[config.mk]
export PLATFORM = sky130hd
export DESIGN_NAME = tmds_palette_symbol_encoder
export DESIGN_NICKNAME = d
export VERILOG_FILES = /design/src/hw/rtl/tpse_pkg.sv /design/src/hw/rtl/tpse_word_builder.sv /design/src/hw/rtl/tmds_palette_symbol_encoder.sv
export VERILOG_INCLUDE_DIRS = /design/src /design/src/hw/rtl
export SDC_FILE = /design/constraint.sdc
export NUM_CORES = 1
export LEC_CHECK = 0
export ABC_AREA = 1
export BUFFER_PORTS_ARGS = -buffer_cell sky130_fd_sc_hd__buf_2
export CORE_UTILIZATION = 39
export CTS_CLUSTER_SIZE = 30
export DETAILED_ROUTE_END_ITERATION = 12
export SLEW_MARGIN = 20
export SYNTH_ARGS = -nofsm -noshare
export SYNTH_HDL_FRONTEND = slang
export SYNTH_HIERARCHICAL = 1
export SYNTH_SLANG_ARGS = --single-unit
[constraint.sdc]
create_clock -name clk -period 10 [get_ports clk]
set_input_delay 2 -clock clk [delete_from_list [all_inputs] [get_ports clk]]
set_output_delay 2 -clock clk [all_outputs]
set_load 0.01 [all_outputs]
[src/hw/rtl/tmds_palette_symbol_encoder_defines.svh]
// Assertion macros shared by the TMDS palette symbol encoder RTL.
// Included by files that check their own logic; needs clk and rst_n in scope.
`ifndef TMDS_PALETTE_SYMBOL_ENCODER_DEFINES_SVH
`define TMDS_PALETTE_SYMBOL_ENCODER_DEFINES_SVH

// Same-cycle implication, disabled while in reset.
`define TPSE_ASSERT_IMP(lbl, ante, cons, msg) \
    lbl: assert property (@(posedge clk) disable iff (!rst_n) (ante) |-> (cons)) \
        else $error(msg);

// Next-cycle implication, disabled while in reset.
`define TPSE_ASSERT_NXT(lbl, ante, cons, msg) \
    lbl: assert property (@(posedge clk) disable iff (!rst_n) (ante) |=> (cons)) \
        else $error(msg);

`endif

[src/hw/rtl/tpse_pkg.sv]
// Shared types, constants and symbol functions for the TMDS palette encoder.
// No dependencies; used by tpse_word_builder and the top level.
`timescale 1ns / 1ps

package tpse_pkg;

    localparam int SYM_W  = 10;
    localparam int WORD_W = 62;

    // Fixed sync tokens
    localparam logic [SYM_W-1:0] TOK_A = 10'b1101010100;
    localparam logic [SYM_W-1:0] TOK_B = 10'b0010101011;
    localparam logic [SYM_W-1:0] TOK_C = 10'b0101010100;
    localparam logic [SYM_W-1:0] TOK_D = 10'b1010101011;

    // odd word = even word ^ mask (colors only)
    localparam logic [WORD_W-1:0] ODD_MASK = 62'h3_ffff_ffff_ffff;

    // tuser codes
    localparam logic KIND_COLOR = 1'b0;
    localparam logic KIND_CTRL  = 1'b1;

    // Register index, taken from paddr[2]
    localparam logic REG_INVERT_PAIRS   = 1'b0;
    localparam logic REG_RGB_LANE_ORDER = 1'b1;

    typedef struct packed {
        logic invert_pairs;
        logic rgb_lane_order;
    } cfg_t;

    // Transition-minimized 10-bit symbol, no DC balancing
    function automatic logic [SYM_W-1:0] tmds_symbol(input logic [7:0] din);
        logic [3:0]       ones;
        logic             use_xnor;
        logic [SYM_W-1:0] sym;
        ones = '0;
        for (int k = 0; k < 8; k++)
        begin
            ones = ones + {3'b000, din[k]};
        end
        use_xnor = (ones > 4'd4) || ((ones == 4'd4) && !din[0]);
        sym      = '0;
        sym[0]   = din[0];
        for (int k = 1; k < 8; k++)
        begin
            sym[k] = sym[k-1] ^ din[k] ^ use_xnor;
        end
        sym[8] = !use_xnor;
        sym[9] = use_xnor;
        return sym;
    endfunction

    function automatic logic [SYM_W-1:0] blue_token(input logic [1:0] code);
        logic [SYM_W-1:0] tok;
        unique case (code)
            2'd0:    tok = TOK_D;
            2'd1:    tok = TOK_C;
            2'd2:    tok = TOK_B;
            default: tok = TOK_A;
        endcase
        return tok;
    endfunction

    // Differential pair {~b, b}, optionally swapped
    function automatic logic [1:0] pair_bits(input logic b, input logic inv);
        return {~b, b} ^ {inv, inv};
    endfunction

endpackage

[src/hw/rtl/tpse_word_builder.sv]
// Combinational symbol encode and pair serialization of one word.
// Depends on tpse_pkg.
`timescale 1ns / 1ps

module tpse_word_builder (
    input  logic                         kind,
    input  logic [23:0]                  color,
    input  logic [1:0]                   ctrl_code,
    input  tpse_pkg::cfg_t               cfg,
    output logic [tpse_pkg::WORD_W-1:0]  even_word,
    output logic [tpse_pkg::WORD_W-1:0]  odd_word
);
    import tpse_pkg::*;

    logic [SYM_W-1:0] sym_r;
    logic [SYM_W-1:0] sym_g;
    logic [SYM_W-1:0] sym_b;

    always_comb
    begin
        unique case (kind)
            KIND_COLOR:
            begin
                sym_r = tmds_symbol(color[23:16]);
                sym_g = tmds_symbol(color[15:8]);
                sym_b = tmds_symbol(color[7:0]);
            end
            default:
            begin
                sym_r = TOK_A;
                sym_g = TOK_A;
                sym_b = blue_token(ctrl_code);
            end
        endcase
    end

    // Symbol bit p -> 6-bit group; bits 9..5 in the upper half at 32, 4..0 at 0
    always_comb
    begin
        logic [5:0] six;
        even_word = '0;
        for (int p = 0; p < SYM_W; p++)
        begin
            if (cfg.rgb_lane_order)
                six = {pair_bits(sym_r[p], cfg.invert_pairs),
                       pair_bits(sym_g[p], cfg.invert_pairs),
                       pair_bits(sym_b[p], cfg.invert_pairs)};
            else
                six = {pair_bits(sym_b[p], cfg.invert_pairs),
                       pair_bits(sym_g[p], cfg.invert_pairs),
                       pair_bits(sym_r[p], cfg.invert_pairs)};
            if (p < 5)
                even_word[p*6 +: 6] = six;
            else
                even_word[32 + (p-5)*6 +: 6] = six;
        end
    end

    assign odd_word = (kind == KIND_COLOR) ? (even_word ^ ODD_MASK) : even_word;

endmodule

[src/hw/rtl/tmds_palette_symbol_encoder.sv]
// Top level of the TMDS palette symbol encoder: stream ports, APB registers,
// input and result registers. Depends on tpse_pkg and tpse_word_builder.
`timescale 1ns / 1ps
`include "tmds_palette_symbol_encoder_defines.svh"

// Usage
//  Input stream (s_*): one word per color or sync token. s_tuser is the kind
//  (0 color, 1 control token); s_tdata[23:0] is the RGB888 color and
//  s_tdata[25:24] the control code.
//  Output stream (m_*): m_tdata[61:0] is the even word, m_tdata[123:62]
//  the odd word; upper bits are zero.
//  APB: address 0 invert_pairs, address 4 rgb_lane_order (bit 0 each).
//  Write registers only while the stream is idle.
// Pipeline / throughput
//  An accepted word goes into the input register, then through the symbol
//  encode and serializer logic into the result register and out on m_*.
//  One word per cycle is sustained while m_tready is high; the path is two register
//  stages deep with the encode cone between them.
// Reset
//  Both stages empty, invert_pairs = 0, rgb_lane_order = 1.
// Stall
//  With m_tready low the result holds; the input stage still takes one
//  more word, then s_tready drops until the result is taken.
module tmds_palette_symbol_encoder (
    input  logic         clk,
    input  logic         rst_n,
    // APB configuration
    input  logic         psel,
    input  logic         penable,
    input  logic         pwrite,
    input  logic [2:0]   paddr,
    input  logic [31:0]  pwdata,
    output logic [31:0]  prdata,
    output logic         pready,
    // Input stream
    input  logic         s_tvalid,
    output logic         s_tready,
    input  logic [31:0]  s_tdata,    // color[23:0], ctrl_code[25:24], zero pad
    input  logic         s_tuser,    // kind[0]
    // Output stream
    output logic         m_tvalid,
    input  logic         m_tready,
    output logic [127:0] m_tdata     // even_word[61:0], odd_word[123:62], zero pad
);
    import tpse_pkg::*;

    // Configuration registers
    logic  invert_pairs_reg;
    logic  rgb_lane_order_reg;
    logic  cfg_wr;
    cfg_t  cfg;

    // Input stage
    logic        in_valid_reg,  in_valid_next;
    logic        in_kind_reg;
    logic [23:0] in_color_reg;
    logic [1:0]  in_code_reg;

    // Result stage
    logic                out_valid_reg, out_valid_next;
    logic [WORD_W-1:0]   out_even_reg;
    logic [WORD_W-1:0]   out_odd_reg;
    logic [WORD_W-1:0]   even_next;
    logic [WORD_W-1:0]   odd_next;

    logic s_fire;
    logic advance;

    //------------------------------------------------------------------
    // APB
    //------------------------------------------------------------------
    assign pready = 1'b1;
    assign cfg_wr = psel && penable && pwrite && pready;

    always_ff @(posedge clk or negedge rst_n)
    begin
        if (!rst_n)
        begin
            invert_pairs_reg   <= 1'b0;
            rgb_lane_order_reg <= 1'b1;
        end
        else if (cfg_wr)
        begin
            unique case (paddr[2])
                REG_INVERT_PAIRS:   invert_pairs_reg   <= pwdata[0];
                REG_RGB_LANE_ORDER: rgb_lane_order_reg <= pwdata[0];
                default:            ;
            endcase
        end
    end

    always_comb
    begin
        unique case (paddr[2])
            REG_INVERT_PAIRS:   prdata = {31'd0, invert_pairs_reg};
            REG_RGB_LANE_ORDER: prdata = {31'd0, rgb_lane_order_reg};
            default:            prdata = '0;
        endcase
    end

    assign cfg.invert_pairs   = invert_pairs_reg;
    assign cfg.rgb_lane_order = rgb_lane_order_reg;

    //------------------------------------------------------------------
    // Pipeline control: input stage moves on when the result slot is free
    //------------------------------------------------------------------
    assign advance  = in_valid_reg && (!out_valid_reg || m_tready);
    assign s_tready = !in_valid_reg || advance;
    assign s_fire   = s_tvalid && s_tready;

    always_comb
    begin
        priority if (s_fire)
            in_valid_next = 1'b1;
        else if (advance)
            in_valid_next = 1'b0;
        else
            in_valid_next = in_valid_reg;

        priority if (advance)
            out_valid_next = 1'b1;
        else if (m_tready)
            out_valid_next = 1'b0;
        else
            out_valid_next = out_valid_reg;
    end

    always_ff @(posedge clk or negedge rst_n)
    begin
        if (!rst_n)
        begin
            in_valid_reg  <= 1'b0;
            out_valid_reg <= 1'b0;
        end
        else
        begin
            in_valid_reg  <= in_valid_next;
            out_valid_reg <= out_valid_next;
        end
    end

    // Payload registers, no reset
    always_ff @(posedge clk)
    begin
        if (s_fire)
        begin
            in_kind_reg  <= s_tuser;
            in_color_reg <= s_tdata[23:0];
            in_code_reg  <= s_tdata[25:24];
        end
        if (advance)
        begin
            out_even_reg <= even_next;
            out_odd_reg  <= odd_next;
        end
    end

    //------------------------------------------------------------------
    // Encode
    //------------------------------------------------------------------
    tpse_word_builder u_word_builder (
        .kind      (in_kind_reg),
        .color     (in_color_reg),
        .ctrl_code (in_code_reg),
        .cfg       (cfg),
        .even_word (even_next),
        .odd_word  (odd_next)
    );

    assign m_tvalid = out_valid_reg;
    assign m_tdata  = {4'd0, out_odd_reg, out_even_reg};

    //------------------------------------------------------------------
    // Checks
    //------------------------------------------------------------------
    `TPSE_ASSERT_IMP(a_odd_even_rel, m_tvalid,
        ((out_even_reg ^ out_odd_reg) == ODD_MASK) || (out_even_reg == out_odd_reg),
        "odd word is neither even word nor even word with mask")
    `TPSE_ASSERT_IMP(a_gap_bits_zero, m_tvalid, out_even_reg[31:30] == 2'b00,
        "even word gap bits not zero")
    `TPSE_ASSERT_IMP(a_ready_when_empty, !in_valid_reg, s_tready,
        "input stage empty but not ready")
    `TPSE_ASSERT_NXT(a_accept_fills, s_fire, in_valid_reg,
        "accepted word did not reach the input stage")
    `TPSE_ASSERT_NXT(a_advance_fills, advance, m_tvalid,
        "advanced word did not reach the result register")

endmodule
## Yosys cells after proc, flatten, opt, wreduce, memory -nomap -nowiden

Cells that the tools add are included.

| storage, ports and cells | value |
|---|---|
| output and inout port bits | 163 |
| flip-flop bits (word level) | 153 |
| word-level logic and storage cells | 188 |

| operators by class | value |
|---|---|
| equality and inequality tests | 5 |
| mux-type cells | 20 |
| bitwise gates (word level) | 104 |
| order comparisons | 3 |
| add/sub/neg operators | 21 |
| reductions and logical operators | 25 |

Operator list:

| cell | count |
|---|---|
| $add A4 B1 Y4 | 18 |
| $pmux W32 S2 | 1 |
| $mux W6 | 10 |
| $xor A2 B2 Y2 | 30 |
| $mux W50 | 1 |
| $not A50 Y50 | 1 |
| $xor A1 B1 Y1 | 42 |
| $not A1 Y1 | 31 |
| $mux W10 | 3 |
| $pmux W10 S3 | 1 |
| $eq A4 B3 Y1 const B | 3 |
| $gt A4 B3 Y1 const B | 3 |
| $logic_not A1 Y1 | 8 |
| $logic_and A1 B1 Y1 | 7 |
| $add A1 B1 Y2 | 3 |
| $logic_or A1 B1 Y1 | 5 |
| $mux W1 | 4 |
| $reduce_and A2 Y1 | 2 |
| $reduce_bool A2 Y1 | 2 |
| $eq A2 B1 Y1 const B | 1 |
| $eq A2 B2 Y1 const B | 1 |
| $logic_not A2 Y1 | 1 |

## Logic depth before layout (Yosys ltp)

Gate-level depths: netlist of run 1.

| logic depth | value |
|---|---|
| depth after elaboration | 29 |
| gate-level depth with buffers | 24 |
| gate-level depth less buffers | 24 |

## Modules after synthesis

Netlist of run 1, hierarchy kept.

Modules (own cells, without submodules):

| module | instances | cells each | area an instance (µm²) | sequential area each (µm²) |
|---|---|---|---|---|
| tmds_palette_symbol_encoder | 1 | 217 | 5016.1 | 4635.7 |
| tpse_word_builder | 1 | 488 | 2728.9 | 0.0 |

## Worst setup path before layout of run 1

Ideal clock, no wire load.

| timing | value |
|---|---|
| kind | input-to-reg |
| from | input m_tready |
| to | register out_even_reg[0], enable pin |
| setup slack | 1.343 ns |
| arrival | 8.009 ns |
| stages | 2 |
| setup time | 0.648 ns |
| cells stage by stage | inv_1 > a21oi_1 |

| between the ends | value |
|---|---|
| word-level cells in the longest chain between the ends | 2 |

Ends and longest elaborated chain:

| what | RTL line | RTL |
|---|---|---|
| from (decl) | tmds_palette_symbol_encoder.sv:42 | `input logic m_tready,` |
| $logic_or A1 B1 Y1 | tmds_palette_symbol_encoder.sv:107 | `assign advance = in_valid_reg && (!out_valid_reg \|\| m_tready);` |
| $logic_and A1 B1 Y1 | tmds_palette_symbol_encoder.sv:107 |  |
| net advance | tmds_palette_symbol_encoder.sv:67 | `logic advance;` |
| to (signal assigned) | tmds_palette_symbol_encoder.sv:153 | `out_even_reg <= even_next;` |
| to (decl) | tmds_palette_symbol_encoder.sv:61 | `logic [WORD_W-1:0] out_even_reg;` |

The timed path passes the listed nets, and every way through them passes these cells.
A chain may end at the register's enable or synchronous reset.

## Final worst setup path of run 1

| timing | value |
|---|---|
| from | input m_tready |
| to | output s_tready |

| between the ends | value |
|---|---|
| word-level cells in the longest chain between the ends | 3 |

Ends and longest elaborated chain:

| what | RTL line | RTL |
|---|---|---|
| $logic_or A1 B1 Y1 | tmds_palette_symbol_encoder.sv:107 |  |
| $logic_and A1 B1 Y1 | tmds_palette_symbol_encoder.sv:107 |  |
| $logic_or A1 B1 Y1 | tmds_palette_symbol_encoder.sv:108 | `assign s_tready = !in_valid_reg \|\| advance;` |
| to (decl) | tmds_palette_symbol_encoder.sv:37 | `output logic s_tready,` |

No other way between the ends.

==> results.tsv, run 1 <==
metric	value	unit
path_class	in -> out	
finalSetupViolations	0	
post-synth-top-area-fraction	0.585	
io_pins	238	
yosys_most_used_dff	sky130_fd_sc_hd__edfxtp_1	
core.rowCount	51	
cts.clk_slew.worst_paths	60	ps
syn-cell-area	0.00774	mm^2
horizontal_extent_of_the_die	143	um
wire_per_inst	12.6	um
grt_start_max_net_pins	80	
p_leak	4.27	nW
synth_seq_area_share	0.599	
cts.path.max_buffers	2	
start_util	0.398	
vias_per_cell	4.35	
synth.most_common_cell	sky130_fd_sc_hd__nand2_1	
tritoncts	yes	
final-hold-violation-count	0	
drt_first_iter_violations	306	
clock_sink_count	155	
async_flop_share	0.0258	
postSynthCellCount	705	
detailed_place.area	0.00860	mm^2
first_pass_grt_wire_length	21900	um
place.detailed.hpwl	10600	um
cp_slowest_stage_delay	160	ps
syn_area_per_cell	11.0	um^2
path_cells	buf_2, inv_1, nand3_1, buf_2	
drt_drc_violations_left	0	
cts_buffers	17	
cts.repair.resized	0	
post-synth-top-area-cell	sky130_fd_sc_hd__edfxtp_1	
postSynthRegisterBits	155	
io_buffer_count	162	
design_area	0.00918	mm^2
hold_class	reg -> reg	
synth_commonest_cells	162 x sky130_fd_sc_hd__nand2_1, 151 x sky130_fd_sc_hd__edfxtp_1, 99 x sky130_fd_sc_hd__inv_1	
clk_root_buffer_cell	sky130_fd_sc_hd__clkbuf_16	
finish.utilization	0.471	
setup_tns_final	0	ps
drt-total-wl	14300	um
post-cts-setup-buffer-count	0	
critPathCaptureType	output pin	
slew_viol_final	0	
fmax	223	MHz
drive_above_1_share	0.291	
finalCriticalPeriod	4490	ps
syn2layout_area_growth	18.5	%
min_period_over_period	0.449	
crit_fanout	3	
maxCapViolCount	0	
critical_path.top_delay_family	buffers and inverters	
synth-warning-count	6	
grt_setup_unrepaired	no	
ant_nets	0	
die_y	143	um
start_kind	primary input	
grt_usage	0.143	
fp.dieArea	0.0204	mm^2
post_synth_main_area_contributors	sky130_fd_sc_hd__edfxtp_1 59%, sky130_fd_sc_hd__nand2_1 7.9%, sky130_fd_sc_hd__buf_4 4.9%, sky130_fd_sc_hd__inv_1 4.8%, sky130_fd_sc_hd__nand3_1 4.7%	
antenna_found_initial	1	
max_slew.worst_pin.slew	954	ps
grt_pass1_vias	4360	
top_cell_by_count_worst_path	sky130_fd_sc_hd__buf_2	
worstPathBufferInverterCount	3	
timing.critical_path.arrival	2490	ps
fin_worst_skew	15.3	ps
num-nets-final	960	
globalRoute.totalOverflow	0	
irDropWorstVdd	0.108	mV
power.density_cell_area	244	mW/mm^2
cts_max_level	4	
hold_buffers	0	
num_vias	4941	
routabilityCongestion	0.786	
clk_latency	420	ps
slew_headroom	0.364	
slowest_stage	sky130_fd_sc_hd__buf_2	
coreArea	0.0195	mm^2
detail_route.first_pass.iterations	5	
outcome	complete, no violations	
timing.critical_path.required	8000	ps
synth_cell_types	39	
synth_edf_count	151	
[power by group]
| group | switching [mW] | internal [mW] |
|---|---|---|
| Clock | 0.255 | 0.367 |
| Combinational | 0.452 | 0.230 |
| Sequential | 0.0361 | 0.900 |
| Total | 0.743 | 1.50 |
[area by class of cell]
| type | instances | area, um^2 |
|---|---|---|
| Fill cell | 1816 | 10300 |
| Tap cell | 265 | 332 |
| Inverter | 117 | 442 |
| Antenna cell | 1 | 2.50 |
| Timing Repair Buffer | 167 | 848 |
| Clock buffer | 17 | 425 |
| Sequential cell | 155 | 4640 |
| Clock inverter | 14 | 146 |
| Multi-Input combinational cell | 399 | 2340 |
[routing by layer]
metal | global-route usage | wire length [um] | part of all wire
met1 | 0.188 | 6640 | 0.46
met2 | 0.220 | 6550 | 0.46
met3 | 0.0423 | 894 | 0.062
met4 | 0.0606 | 251 | 0.017
met5 | 0 | 0 | 0
[through the flow]
stage	cells	setup WS (ps)	total power, mW	hold WS [ps]
5_1_grt	1135	5290	2.38	568
6_report	1135	5510	2.24	516
2_1_floorplan	740	1340	1.48	447
3_3_place_gp	1103	5510	1.62	494
4_1_cts	1134	5510	2.27	517
3_5_place_dp	1103	5510	1.64	503
[cell families (layout without fill, tap and decap cells)]
| group | after synthesis | after routing | share of synthesized area |
|---|---|---|---|
| XOR/XNOR | 31 | 31 | 0.0389 |
| multiplexers | 1 | 1 | 0.00145 |
| AO/OA/AOI/OAI | 23 | 23 | 0.0202 |
| adder cells (fa/ha/maj) | 28 | 28 | 0.0569 |
| flip-flops | 155 | 155 | 0.599 |
| buffers and inverters | 186 | 315 | 0.117 |
| other | 3 | 39 | 0.00145 |
| AND/OR/NAND/NOR | 278 | 278 | 0.165 |
[worst reg2reg max path, delay by kind of cell (launching register included)]
kind / cells / cell delay, ps
and+or+nand+nor: 12 / 1130
DFF: 1 / 400
buffers and inverters: 3 / 280
AOI/OAI and AO/OA: 1 / 250
adders and majority gates: 5 / 2110
[path summary, 6_finish.rpt]
| path | startpoint | endpoint | slack (ps) | cells after the start |
|---|---|---|---|---|
| setup / recovery | m_tready | s_tready | 5510 | 4 |
| hold / removal | in_valid_reg | m_tvalid | 520 | 2 |
| setup reg to reg | in_color_reg[8] | out_odd_reg[40] | 5600 | 21 |
| hold reg to reg | in_valid_reg | m_tvalid | 520 | 2 |
| max in group asynchronous | rst_n | rgb_lane_order_reg | 8420 | 1 |
| min in group asynchronous | rst_n | in_valid_reg | 1370 | 1 |
[layout by cell type (no fill, tap or decap), types with 4 or more instances in the layout]
cell                        Yosys  routed
sky130_fd_sc_hd__buf_2         12     162
sky130_fd_sc_hd__buf_4         51       5
sky130_fd_sc_hd__clkbuf_16      0      17
sky130_fd_sc_hd__clkinv_1       1       5
sky130_fd_sc_hd__conb_1         3      38
sky130_fd_sc_hd__edfxtp_1     151     151
sky130_fd_sc_hd__fa_1          12      12
sky130_fd_sc_hd__ha_1          16      16
sky130_fd_sc_hd__inv_1         99      98
sky130_fd_sc_hd__inv_2         16      16
sky130_fd_sc_hd__nand2_1      162     162
sky130_fd_sc_hd__nand2_2       12      12
sky130_fd_sc_hd__nand2_4        6       6
sky130_fd_sc_hd__nand3_1       73      73
sky130_fd_sc_hd__nand4_1        7       7
sky130_fd_sc_hd__nor2_1         6       6
sky130_fd_sc_hd__o21ai_0       10      10
sky130_fd_sc_hd__o21ai_2        6       6
sky130_fd_sc_hd__or2_2          4       4
sky130_fd_sc_hd__xor2_1        25      25
Note: power is estimated with default switching activity, not from simulation.
==> run 2: changes to the inputs <==
Clock period 10 ns to 4.7 ns, I/O delays scaled along.
==> run 2 against run 1 <==
- non-clock buffer count did not move
- cell area rose by 0.16%
- worst hold slack got worse by 200 ps
- register-to-register slack got worse by 5300 ps
- critical endpoint is now out_odd_reg[36]
- total power rose by 110%
- clock power rose by 120%
- via count fell by 0.36%
- clock skew barely moved
- sequential power rose by 110%
- die area did not move
- combinational power rose by 110%
- first-iteration DRC count fell by 7.8%
==> results.tsv, run 2 (synthesis results as in run 1) <==
metric	value	unit
final-hold-violation-count	0	
timing.critical_path.arrival	4520	ps
outcome	complete, no violations	
finalSetupViolations	0	
min_period_over_period	0.927	
top_cell_by_count_worst_path	sky130_fd_sc_hd__nand2_1	
layout.area.seq	0.00464	mm^2
setup_tns_final	0	ps
grt_pass1_vias	4462	
detailed_place.area	0.00860	mm^2
setup.reg_to_reg.worst_slack	340	ps
grt_start_max_net_pins	102	
clk_latency	420	ps
finalCriticalPeriod	4360	ps
place.detailed.hpwl	10600	um
detail_route.first_pass.iterations	4	
irDropWorstVdd	0.260	mV
clk_root_buffer_cell	sky130_fd_sc_hd__clkbuf_16	
tritoncts	yes	
clock_sink_count	155	
drive_above_1_share	0.293	
fillers	1800	
design_area	0.00919	mm^2
vias_per_cell	4.35	
fp.dieArea	0.0204	mm^2
multi_input_comb_area	0.00234	mm^2
r2r-end	out_odd_reg[36]	
start_kind	register	
power.density_cell_area	521	mW/mm^2
globalRoute.totalOverflow	0	
grt_usage	0.146	
path_class	reg -> reg	
horizontal_extent_of_the_die	143	um
cts_max_level	4	
fin_worst_skew	14.8	ps
drt_drc_violations_left	0	
max_slew.worst_pin.slew	953	ps
start_util	0.398	
num-nets-final	960	
critPathCaptureType	register	
stdcell_count	1133	
antenna_found_initial	0	
drt_first_iter_violations	282	
slowest_stage	sky130_fd_sc_hd__fa_1	
syn2layout_area_growth	18.7	%
antenna_cells	0	
ff2ff_path_depth	21	
cell_total_after_placement	1101	
drt-total-wl	14500	um
routabilityCongestion	0.783	
wire_per_inst	12.8	um
io_pins	238	
core.rowCount	51	
die_y	143	um
slew_headroom	0.360	
grt_setup_unrepaired	no	
timing.critical_path.required	4860	ps
fmax	229	MHz
cp_slowest_stage_delay	560	ps
slew_viol_final	0	
first_pass_grt_wire_length	22500	um
crit-reg2reg-launch	in_color_reg[0]	
cts.path.max_buffers	2	
num_vias	4923	
path_cells	inv_1, fa_1, fa_1, fa_1, inv_1, ha_1, fa_1, nand3b_1, nand2_2, nand2_2, nand2_1, nand3_1, nand2_1, nand2_1, nand2_1, xor2_1, inv_1, nand2_1, o21ai_2, nand2_1, nand2_1	
coreArea	0.0195	mm^2
cts_buffers	17	
maxCapViolCount	0	
p_leak	4.28	nW
crit_fanout	5	
ant_nets	0	
cts.clk_slew.worst_paths	60	ps
hold_buffers	0	
hold_class	in -> async	
io_buffer_count	162	
most-common-layout-cells	162 x sky130_fd_sc_hd__nand2_1, 162 x sky130_fd_sc_hd__buf_2, 151 x sky130_fd_sc_hd__edfxtp_1	
-- run 2: changes by cell type in the layout (fill, tap and decap cells not counted) --
cell	delta
sky130_fd_sc_hd__clkinv_2	+4
sky130_fd_sc_hd__clkinv_4	-3
sky130_fd_sc_hd__bufinv_16	+1
sky130_fd_sc_hd__diode_2	-1
sky130_fd_sc_hd__buf_12	+1
sky130_fd_sc_hd__buf_4	-1
sky130_fd_sc_hd__inv_8	-1
sky130_fd_sc_hd__clkbuf_1	+1
sky130_fd_sc_hd__clkinv_1	-3
-- run 2: per-stage QoR --
stage                     hold WS, ps  power [mW]  worst slack, ps   util
after floorplan                   456        3.13              736      -
after global placement            493        3.45              390  0.442
after detailed placement          499        3.48              344  0.442
after CTS                         305        4.85              326  0.471
after global routing              304        5.10             6.02  0.472
final                             314        4.79              341  0.472
-- run 2: how the worst max path moves through the flow --
stage,from,depth (start not counted),endpoint
final,in_color_reg[0],21,out_odd_reg[36]
after global routing,in_color_reg[16],23,out_odd_reg[45]
after CTS,in_color_reg[0],21,out_odd_reg[36]
after detailed placement,in_color_reg[0],18,out_odd_reg[11]
after global placement,in_color_reg[0],21,out_odd_reg[32]
after floorplan,in_color_reg[16],21,out_odd_reg[19]
-- run 2: layout make-up --
cell class / count / area share
clock inverters: 12 / 0.0161
multi-input cells: 399 / 0.255
well taps: 265 / 0.0361
clock buffers: 18 / 0.0467
flip-flops and latches: 155 / 0.504
inverters: 117 / 0.0481
repair buffers: 167 / 0.0937
-- run 2: what timing repair did --
item                       CTS  global route
hold endpoints to repair     0             0
setup buffers                0             2
setup endpoints to repair    0             1
resized for setup            0             0
-- run 2: power by group --
| part | switching (mW) | internal (mW) | total (mW) |
|---|---|---|---|
| registers | 0.0820 | 1.91 | 2.00 |
| logic | 0.952 | 0.490 | 1.44 |
| clock network | 0.524 | 0.827 | 1.35 |
| total | 1.56 | 3.23 | 4.79 |
-- run 2: layer usage --
metal  GRT usage  wire length [um]  vias up  part of all wire
li1            -                 -     2492                 -
met1       0.192              6680     2260              0.46
met2       0.230              6800      162              0.47
met3      0.0379               933        9             0.064
met4      0.0572               108        0            0.0074
met5           0                 0        -                 0
-- run 2: worst max-delay path: cells and delay by family, from the launching register on --
| family | cells | cell delay, ps |
|---|---|---|
| buffers and inverters | 3 | 180 |
| flip-flops | 1 | 390 |
| XOR/XNOR | 1 | 220 |
| AND/OR/NAND/NOR | 11 | 1100 |
| AO/OA/AOI/OAI | 1 | 90 |
| adder cells (fa/ha/maj) | 5 | 2110 |
==> run 3: changes to the inputs <==
Settings changed: ABC_AREA 1 to not set, SYNTH_HIERARCHICAL 1 to not set.
==> run 3 against run 2 <==
- count of clock-buffer cells in the layout increased by 1
- total power decreased by 0.97%
- worst setup slack worse by 96 ps
- via count fell by 15%
- die area decreased by 6.9%
- register-to-register slack worse by 96 ps
- first-iteration DRC count fell by 36%
- sequential power decreased by 6%
- non-clock buffer count did not move
- critical path depth decreased by 8
- largest cell class unchanged
- highest routed layer unchanged
==> results.tsv, run 3 <==
metric	value	unit
num_vias	4173	
drt_drc_violations_left	0	
share_seq_of_total_power	0.398	
finalSetupViolations	0	
cts.clk_slew.worst_paths	60	ps
comb_power_share	0.327	
largest_register_ffs	61	
syn-cell-area	0.00720	mm^2
stdcell_count	931	
hold_class	in -> async	
post-cts-setup-buffer-count	0	
timing.critical_path.arrival	4600	ps
post-synth-top-area-cell	sky130_fd_sc_hd__edfxtp_1	
start_util	0.400	
io_buffer_count	160	
hold_buffers	0	
power.density_cell_area	551	mW/mm^2
globalRoute.totalOverflow	0	
grt_setup_unrepaired	no	
switching_part_of_the_total	0.318	
setup_tns_final	0	ps
synth-warning-count	0	
timing.critical_path.required	4850	ps
path_class	reg -> reg	
routabilityCongestion	0.796	
clk_root_buffer_cell	sky130_fd_sc_hd__clkbuf_16	
clk_latency	420	ps
post_synth_main_area_contributors	sky130_fd_sc_hd__edfxtp_1 57%, sky130_fd_sc_hd__xnor2_1 7.2%, sky130_fd_sc_hd__buf_4 5.4%, sky130_fd_sc_hd__xor2_1 5.1%, sky130_fd_sc_hd__fa_1 3.3%	
place.detailed.hpwl	9940	um
syn_area_per_cell	13.4	um^2
drive_above_1_share	0.330	
fmax	224	MHz
start_kind	register	
synth_commonest_cells	136 x sky130_fd_sc_hd__edfxtp_1, 59 x sky130_fd_sc_hd__xnor2_1, 52 x sky130_fd_sc_hd__buf_4	
top_cell_by_count_worst_path	sky130_fd_sc_hd__fa_1	
synth_seq_area_share	0.581	
critPathCaptureType	register	
final-hold-violation-count	0	
detail_route.first_pass.iterations	4	
antenna_found_initial	0	
finish.utilization	0.477	
num-nets-final	792	
power_report.internal_total	3.23	mW
irDropWorstVdd	0.311	mV
grt_usage	0.144	
cts_max_level	4	
drt_first_iter_violations	180	
min_period_over_period	0.948	
max_slew.worst_pin.slew	911	ps
p_sw	1.51	mW
detailed_place.area	0.00802	mm^2
fp.dieArea	0.0190	mm^2
io_pins	238	
wire_per_inst	14.4	um
drt-total-wl	13400	um
postSynthRegisterBits	140	
cts_buffers	17	
outcome	complete, no violations	
slew_viol_final	0	
grt_start_max_net_pins	75	
cell_total_after_placement	899	
fin_worst_skew	4.81	ps
cp_slowest_stage_delay	500	ps
post-synth-top-area-fraction	0.567	
slowest_stage	sky130_fd_sc_hd__fa_1	
p_leak	3.67	nW
antenna_cells	0	
grt_pass1_vias	3983	
clock_sink_count	140	
power.clock.fraction	0.274	
first_pass_grt_wire_length	20400	um
vias_per_cell	4.48	
slew_headroom	0.393	
synth.most_common_cell	sky130_fd_sc_hd__edfxtp_1	
die_y	138	um
path_cells	ha_1, inv_1, fa_1, fa_1, inv_1, fa_1, fa_1, nor3b_2, o22a_1, xnor3_2, a22oi_2, nand2_1, xor2_1	
yosys_most_used_dff	sky130_fd_sc_hd__edfxtp_1	
ant_nets	0	
horizontal_extent_of_the_die	138	um
design_area	0.00860	mm^2
cts.repair.resized	0	
async_flop_share	0.0286	
core.rowCount	49	
tritoncts	yes	
synth_edf_count	136	
postSynthCellCount	539	
crit_fanout	3	
most-common-layout-cells	160 x sky130_fd_sc_hd__buf_2, 136 x sky130_fd_sc_hd__edfxtp_1, 59 x sky130_fd_sc_hd__xnor2_1	
finalCriticalPeriod	4450	ps
maxCapViolCount	0	
final_common_cell	sky130_fd_sc_hd__buf_2	
cts.path.max_buffers	2	
coreArea	0.0180	mm^2
syn2layout_area_growth	19.4	%
synth_cell_types	52	
==> run 3: cell types whose count changed after synthesis, sizes merged, moves of 9 or more <==
cell    delta
nand2    -158
xnor2     +59
and2       +9
a21oi     +10
nor2      +16
xor2      +15
nand3     -74
inv       -62
edfxtp    -15
==> run 3: final cells by class <==
class / instances / area (um^2)
multi-input cells: 309 / 2500
flip-flops and latches: 140 / 4190
repair buffers: 167 / 853
clock inverters: 13 / 141
clock buffers: 19 / 433
well taps: 229 / 287
fillers: 1630 / 9420
inverters: 54 / 203
==> run 3: cell families (layout without fill, tap and decap cells) <==
group	count (synthesis)	count (layout)	synth area share
compound gates	51	51	0.0476
fa+ha+maj	28	28	0.0611
xor+xnor	111	111	0.151
simple gates	72	72	0.0514
other cells	2	38	0.00104
flops	140	140	0.581
buf+inv	126	253	0.0933
mux	9	9	0.0134
==> run 3: metrics by stage <==
step | worst slack (ps) | power (mW) | hold WS (ps)
2_1_floorplan | 466 | 3.05 | 449
3_3_place_gp | 249 | 3.41 | 473
3_5_place_dp | 129 | 3.47 | 490
4_1_cts | 120 | 4.78 | 305
5_1_grt | 22.3 | 5.01 | 307
6_report | 245 | 4.74 | 318
==> run 3: worst max-delay path, delay by kind of cell (launching register included) <==
kind / cells / cell delay, ps
DFF: 1 / 430
and+or+nand+nor: 2 / 350
adders and majority gates: 5 / 2200
AOI/OAI and AO/OA: 2 / 440
buffers and inverters: 2 / 130
xor gates and xnor gates: 2 / 630
==> run 3: path summary, 6_finish.rpt <==
path | start | to | slack [ps] | depth (start not counted)
setup / recovery | in_color_reg[0] | out_even_reg[32] | 250 | 13
hold / removal | rst_n | invert_pairs_reg | 320 | 1
setup reg to reg | in_color_reg[0] | out_even_reg[32] | 250 | 13
hold reg to reg | in_valid_reg | m_tvalid | 500 | 1
max in group asynchronous | rst_n | rgb_lane_order_reg | 4180 | 1
min in group clk | in_valid_reg | m_tvalid | 500 | 1
==> run 3: metal layers <==
metal	share of wire	vias to the layer above	global-route usage
met5	0	-	0
met4	0.015	0	0.0622
met3	0.063	11	0.0351
met2	0.48	151	0.236
met1	0.44	1988	0.181
li1	-	2023	-
==> run 3: power by group through the flow <==
stage                     Sequential (mW)  Clock [mW]  Combinational (mW)
after floorplan                      2.00           0                1.06
final                                1.89        1.30                1.55
after global placement               1.91           0                1.51
after CTS                            1.90        1.33                1.56
after global routing                 1.92        1.38                1.72
after detailed placement             1.92           0                1.55
